**config.mk**
```make
export PLATFORM = sky130hd
export DESIGN_NAME = sacl_way_pick
export DESIGN_NICKNAME = d
export VERILOG_FILES = /design/src/rtl/core/sacl_pkg.sv /design/src/rtl/core/sacl_way_pick.sv
export SDC_FILE = /design/constraint.sdc
export NUM_CORES = 1
export LEC_CHECK = 0
export BUFFER_PORTS_ARGS = -buffer_cell sky130_fd_sc_hd__clkbuf_2
export CORE_MARGIN = 5
export CORE_UTILIZATION = 45
export DETAILED_ROUTE_END_ITERATION = 7
export GPL_ROUTABILITY_DRIVEN = 0
export PLACE_DENSITY = 0.67
export RECOVER_POWER = 25
export SYNTH_ARGS = -nofsm -noshare
export SYNTH_HDL_FRONTEND = slang
export SYNTH_SLANG_ARGS = --single-unit
```
**constraint.sdc**
```tcl
create_clock -name clk_i -period 8.36 [get_ports clk_i]
set_input_delay 1.672 -clock clk_i [delete_from_list [all_inputs] [get_ports clk_i]]
set_output_delay 1.672 -clock clk_i [all_outputs]
set_load 0.02 [all_outputs]
```
**src/rtl/core/sacl_pkg.sv**
```systemverilog
// ----------------------------------------------------------------------------
// sacl_pkg
// shared types and constants of the set-associative tag lookup with lru
// ----------------------------------------------------------------------------
package sacl_pkg;

  // configuration registers as seen by the datapath
  typedef struct packed {
    logic [3:0] ways_in_use;
    logic [3:0] offset_bits;
    logic [3:0] index_bits;
  } cfg_t;

  // register indexes on the configuration port
  localparam logic [1:0] REG_WAYS   = 2'd0;
  localparam logic [1:0] REG_OFFSET = 2'd1;
  localparam logic [1:0] REG_INDEX  = 2'd2;

  // register reset values
  localparam logic [3:0] WAYS_RST   = 4'd8;
  localparam logic [3:0] OFFSET_RST = 4'd4;
  localparam logic [3:0] INDEX_RST  = 4'd8;

  // line number width: index_bits is at most 15
  localparam int LINE_W = 15;

  typedef enum logic [2:0] {
    S_CLEAR,
    S_IDLE,
    S_SPLIT,
    S_LOOK,
    S_DECIDE
  } state_e;

endpackage

```
**src/rtl/core/sacl_way_pick.sv**
```systemverilog
// ----------------------------------------------------------------------------
// sacl_way_pick
// registers tag matches and ages of one set row, then picks the hit way,
// the next free way or the oldest way
// ----------------------------------------------------------------------------
module sacl_way_pick #(
  parameter int MAX_WAYS = 8,
  parameter int TAG_W    = 32,
  parameter int WAY_W    = 3,
  parameter int FILL_W   = 4
) (
  input  logic                           clk_i,
  input  logic                           load_i,
  input  logic [MAX_WAYS-1:0][TAG_W-1:0] tags_i,
  input  logic [MAX_WAYS-1:0][31:0]      stamps_i,
  input  logic [FILL_W-1:0]              fill_i,
  input  logic [TAG_W-1:0]               tag_i,
  input  logic [FILL_W-1:0]              ways_i,
  input  logic [31:0]                    clock_i,
  output logic                           hit_o,
  output logic                           fill_o,
  output logic [WAY_W-1:0]               way_o,
  output logic [FILL_W-1:0]              fill_eff_o
);
  import sacl_pkg::*;

  localparam int LV = $clog2(MAX_WAYS);
  localparam int P  = 1 << LV;
  localparam int NN = 2 * P - 1;

  logic [FILL_W-1:0]     fill_eff, fill_eff_q;
  logic [P-1:0]          inuse_p, inuse_q;
  logic [P-1:0][31:0]    stamps_p;
  logic [P-1:0][31:0]    age_q;
  logic [MAX_WAYS-1:0]   match, match_q;
  logic                  room_q;
  logic [WAY_W-1:0]      hit_way;
  logic                  nv [NN];
  logic [31:0]           na [NN];
  logic [WAY_W-1:0]      nw [NN];
  logic                  take_r;

  always_comb begin
    fill_eff = (fill_i > ways_i) ? ways_i : fill_i;
    stamps_p = '0;
    stamps_p[MAX_WAYS-1:0] = stamps_i;
    for (int i = 0; i < P; i++) begin
      inuse_p[i] = (i < MAX_WAYS) && (FILL_W'(i) < fill_eff);
    end
    for (int i = 0; i < MAX_WAYS; i++) begin
      match[i] = inuse_p[i] && (tags_i[i] == tag_i);
    end
  end

  always_ff @(posedge clk_i) begin
    if (load_i) begin
      fill_eff_q <= fill_eff;
      room_q     <= fill_eff < ways_i;
      match_q    <= match;
      inuse_q    <= inuse_p;
      for (int i = 0; i < P; i++) begin
        age_q[i] <= clock_i - stamps_p[i];
      end
    end
  end

  // lowest matching way wins
  always_comb begin
    hit_way = '0;
    for (int i = MAX_WAYS - 1; i >= 0; i--) begin
      if (match_q[i]) begin
        hit_way = WAY_W'(i);
      end
    end
  end

  // oldest-age tree, left child keeps ties so lower ways win
  always_comb begin
    take_r = 1'b0;
    for (int i = 0; i < P; i++) begin
      nv[P-1+i] = inuse_q[i];
      na[P-1+i] = age_q[i];
      nw[P-1+i] = WAY_W'(i);
    end
    for (int n = P - 2; n >= 0; n--) begin
      take_r = nv[2*n+2] && (!nv[2*n+1] || (na[2*n+2] > na[2*n+1]));
      nv[n]  = nv[2*n+1] || nv[2*n+2];
      na[n]  = take_r ? na[2*n+2] : na[2*n+1];
      nw[n]  = take_r ? nw[2*n+2] : nw[2*n+1];
    end
  end

  always_comb begin
    hit_o      = |match_q;
    fill_o     = !hit_o && room_q;
    fill_eff_o = fill_eff_q;
    if (hit_o) begin
      way_o = hit_way;
    end else if (room_q) begin
      way_o = WAY_W'(fill_eff_q);
    end else begin
      way_o = nw[0];
    end
  end

endmodule

```
==> flow_summary.ini <==
[power_and_ir_drop]
peakVddDrop_mv = 0.135
seq_power_share_pct = 25.0
powerDensity_mw_per_mm2 = 199
clkPwrFrac_pct = 20.5
p_sw_mw = 3.01
p_leak_nw = 19.3
combPwrFrac_pct = 54.5
switching_share_pct = 38.1
internal-power_mw = 4.89

[timing]
maxSlewHeadroom_pct = -298
period_needed_ns = 8.66
setup_viol = 3
slew_violations = 107
rsz0062_at_grt = true
timing.final.crit_share_pct = 104
timing.fmax_ghz = 0.115
finalHoldViolations = 0
worst_slew_pin_slew_ns = 5.98
worst_slack_ns = -0.300

[cts]
cts.hold.buffers_added = 0
cts_buffers = 36
clk_pin_slew_ns = 0.06
cts_root_buffer = clkbuf_16
h-tree-depth = 2
clock_path_buffers = 3
clock_sinks = 276
cts_tree = built

[logic_synthesis]
yosys_register_bits = 276
synth.distinct_cells = 91
yosysTopAreaCell = edfxtp_1
syn_area_per_cell_sq_um = 8.95
syn_inst = 3531
synth_ff_type = edfxtp_1
synth.top_cell.area_share_pct = 26.2
synth.top_cells.by_area = edfxtp_1, ha_1, xnor2_1
synthArstFlopShare_pct = 0
synth.cell_area_sq_mm = 0.0316
ys_warn_count = 0
synth_seq_area_share_pct = 26.2
syn_nets = 4604
synth_edf_count = 276

[finish]
diodes = 0
final_util_pct = 57.0
drive_above_1_share_pct = 24.6
final_area_sq_mm = 0.0398
final_nets = 5410
areaGrowthSynthToFinish_pct = 25.9

[hold_path]
hold_start = stamps_i[224]
hold_end = age_q[224]
hold_path.class = primary input to flip-flop
hold_depth = 3

[critical_path]
crit_fanout = 6
critical_path_class = flip-flop to output port
cp.required_ns = 6.69
critPathMaxStageDelay_ns = 0.43
start_kind = flip-flop
crit_family = simple AND/OR/NAND/NOR gates
startpoint = age_q[63]
cp-end-kind = output port
critPathBufInv = 10
worst_path_most_repeated_cell = buf_4
cpMaxStageDelayCell = edfxtp_1
arrival_ns = 6.99

[drt]
vias = 29700
ant_nets = 0
wire_per_inst_um = 22.2
wl_mm = 118
viasPerCell = 5.59
drt-initial-drc-count = 1998
drc = 0
firstDrtPassIters = 6

[global_route]
grt_antenna_before_repair = 2
grt_first_pass_wirelength_mm = 170
grt_pass1_vias = 29500
grt_max_degree = 172
grt.total_usage_pct = 29.6
grt.overflow.total = 0

[floorplan]
dieWidth_um = 275
io_pins = 595
start_util_pct = 45.3
fp.coreArea_sq_mm = 0.0698
die_h_um = 275
placementRows = 97
dieArea_sq_mm = 0.0756

[placed_design]
portBuffers = 594
postPlaceCellArea_sq_mm = 0.0371
hpwl_mm = 97.6

[outcome]
violations = max-capacitance violations, max-slew violations, negative setup slack
status = finished, violations left

[job]
maxCapViolCount = 1
## placed cells by master, fill, tap and decap left out, drive strengths merged, types with 69 or more instances in the layout
| cell type | instances |
|---|---|
| a21o | 182 |
| xor2 | 122 |
| edfxtp | 276 |
| clkbuf | 634 |
| inv | 452 |
| nand4 | 113 |
| nor2 | 160 |
| nand2 | 147 |
| a21oi | 242 |
| xnor2 | 353 |
| buf | 249 |
| o21ai | 225 |
| mux2i | 69 |
| ha | 479 |
## tightest hold or removal path, delay by kind of cell
family / cells / cell delay (ns)
adders and majority gates: 1 / 0.10
buffers and inverters: 2 / 0.11
## layout make-up
cell class                 instances  area (sq um)
tap                              940          1180
sequential                       276          8290
timing repair buffer             846          5270
clock inverter                    25           269
multi-input combinational       2728         22100
inverter                         449          1690
fill                            6196         30000
clock buffer                      40           937
## power by group through the flow
stage / combinational, mW / sequential [mW] / clock [mW]
after global routing: 4.70 / 2.00 / 1.70
final: 4.30 / 1.98 / 1.62
after CTS: 4.00 / 1.97 / 1.64
after detailed placement: 3.63 / 1.98 / 0
after global placement: 3.56 / 1.98 / 0
after floorplan: 2.29 / 1.92 / 0
## registers in the layout (all words and copies together) (netlist names)
signal	cells
age_q	256
fill_eff_o	4
inuse_q	7
match_q	8
room_q	1
## metal layers
metal  wire length (um)  up-vias  track usage, %  share of wire, %
li1                   -    14400               -                 -
met2              58400     1034            53.4                50
met4               6440        2            13.8               5.5
met5                 12        -               0             0.010
met1              45500    14000            34.4                39
met3               7310      258            4.67               6.2
## what timing repair did
item                                   CTS  global route
cloned                                   7             1
endpoints found under the hold margin    0             0
gates resized for setup                132            94
buffers inserted                        29            15
pin swaps                               61            54
setup endpoints to repair                3             3
## kinds of logic after synthesis
group / count (synthesis) / share of synthesized area [%]
AOI/OAI and AO/OA: 941 / 19.6
buffers and inverters: 527 / 6.37
DFF: 276 / 26.2
xor gates and xnor gates: 475 / 13.2
and+or+nand+nor: 723 / 11.8
adders and majority gates: 487 / 19.5
muxes: 102 / 3.36
## synthesized netlist by cell type, drive strengths merged (40+ instances only)
| master | n |
|---|---|
| ha | 479 |
| nand4 | 113 |
| nand3 | 50 |
| nor2b | 44 |
| nand2 | 147 |
| a21o | 182 |
| nor2 | 160 |
| a21oi | 242 |
| xor2 | 122 |
| mux2i | 69 |
| edfxtp | 276 |
| o21a | 62 |
| o31a | 40 |
| xnor2 | 353 |
| inv | 449 |
| nor4 | 47 |
| o21ai | 225 |
| clkbuf | 63 |
| and3 | 40 |
## how the worst max path moves through the flow
stage,depth (start not counted),endpoint,slack [ns]
5_1_grt,35,way_o[0],-0.63
6_report,36,way_o[0],-0.30
3_3_place_gp,34,way_o[0],-0.52
2_1_floorplan,31,way_o[0],0.47
3_5_place_dp,34,way_o[0],-0.57
4_1_cts,33,way_o[0],-0.31
## metrics by stage
stage | hold slack [ns] | TNS (ns) | cells | worst slack (ns) | power, mW
after floorplan | 1.78 | 0 | 3531 | 0.474 | 4.21
after global placement | 2.06 | -1.43 | 5192 | -0.515 | 5.54
after detailed placement | 2.06 | -1.57 | 5192 | -0.568 | 5.61
after CTS | 1.47 | -0.819 | 5290 | -0.306 | 7.61
after global routing | 1.49 | -1.71 | 5304 | -0.631 | 8.40
final | 1.49 | -0.760 | 5304 | -0.300 | 7.90
Note: power is estimated with default switching activity, not from simulation.
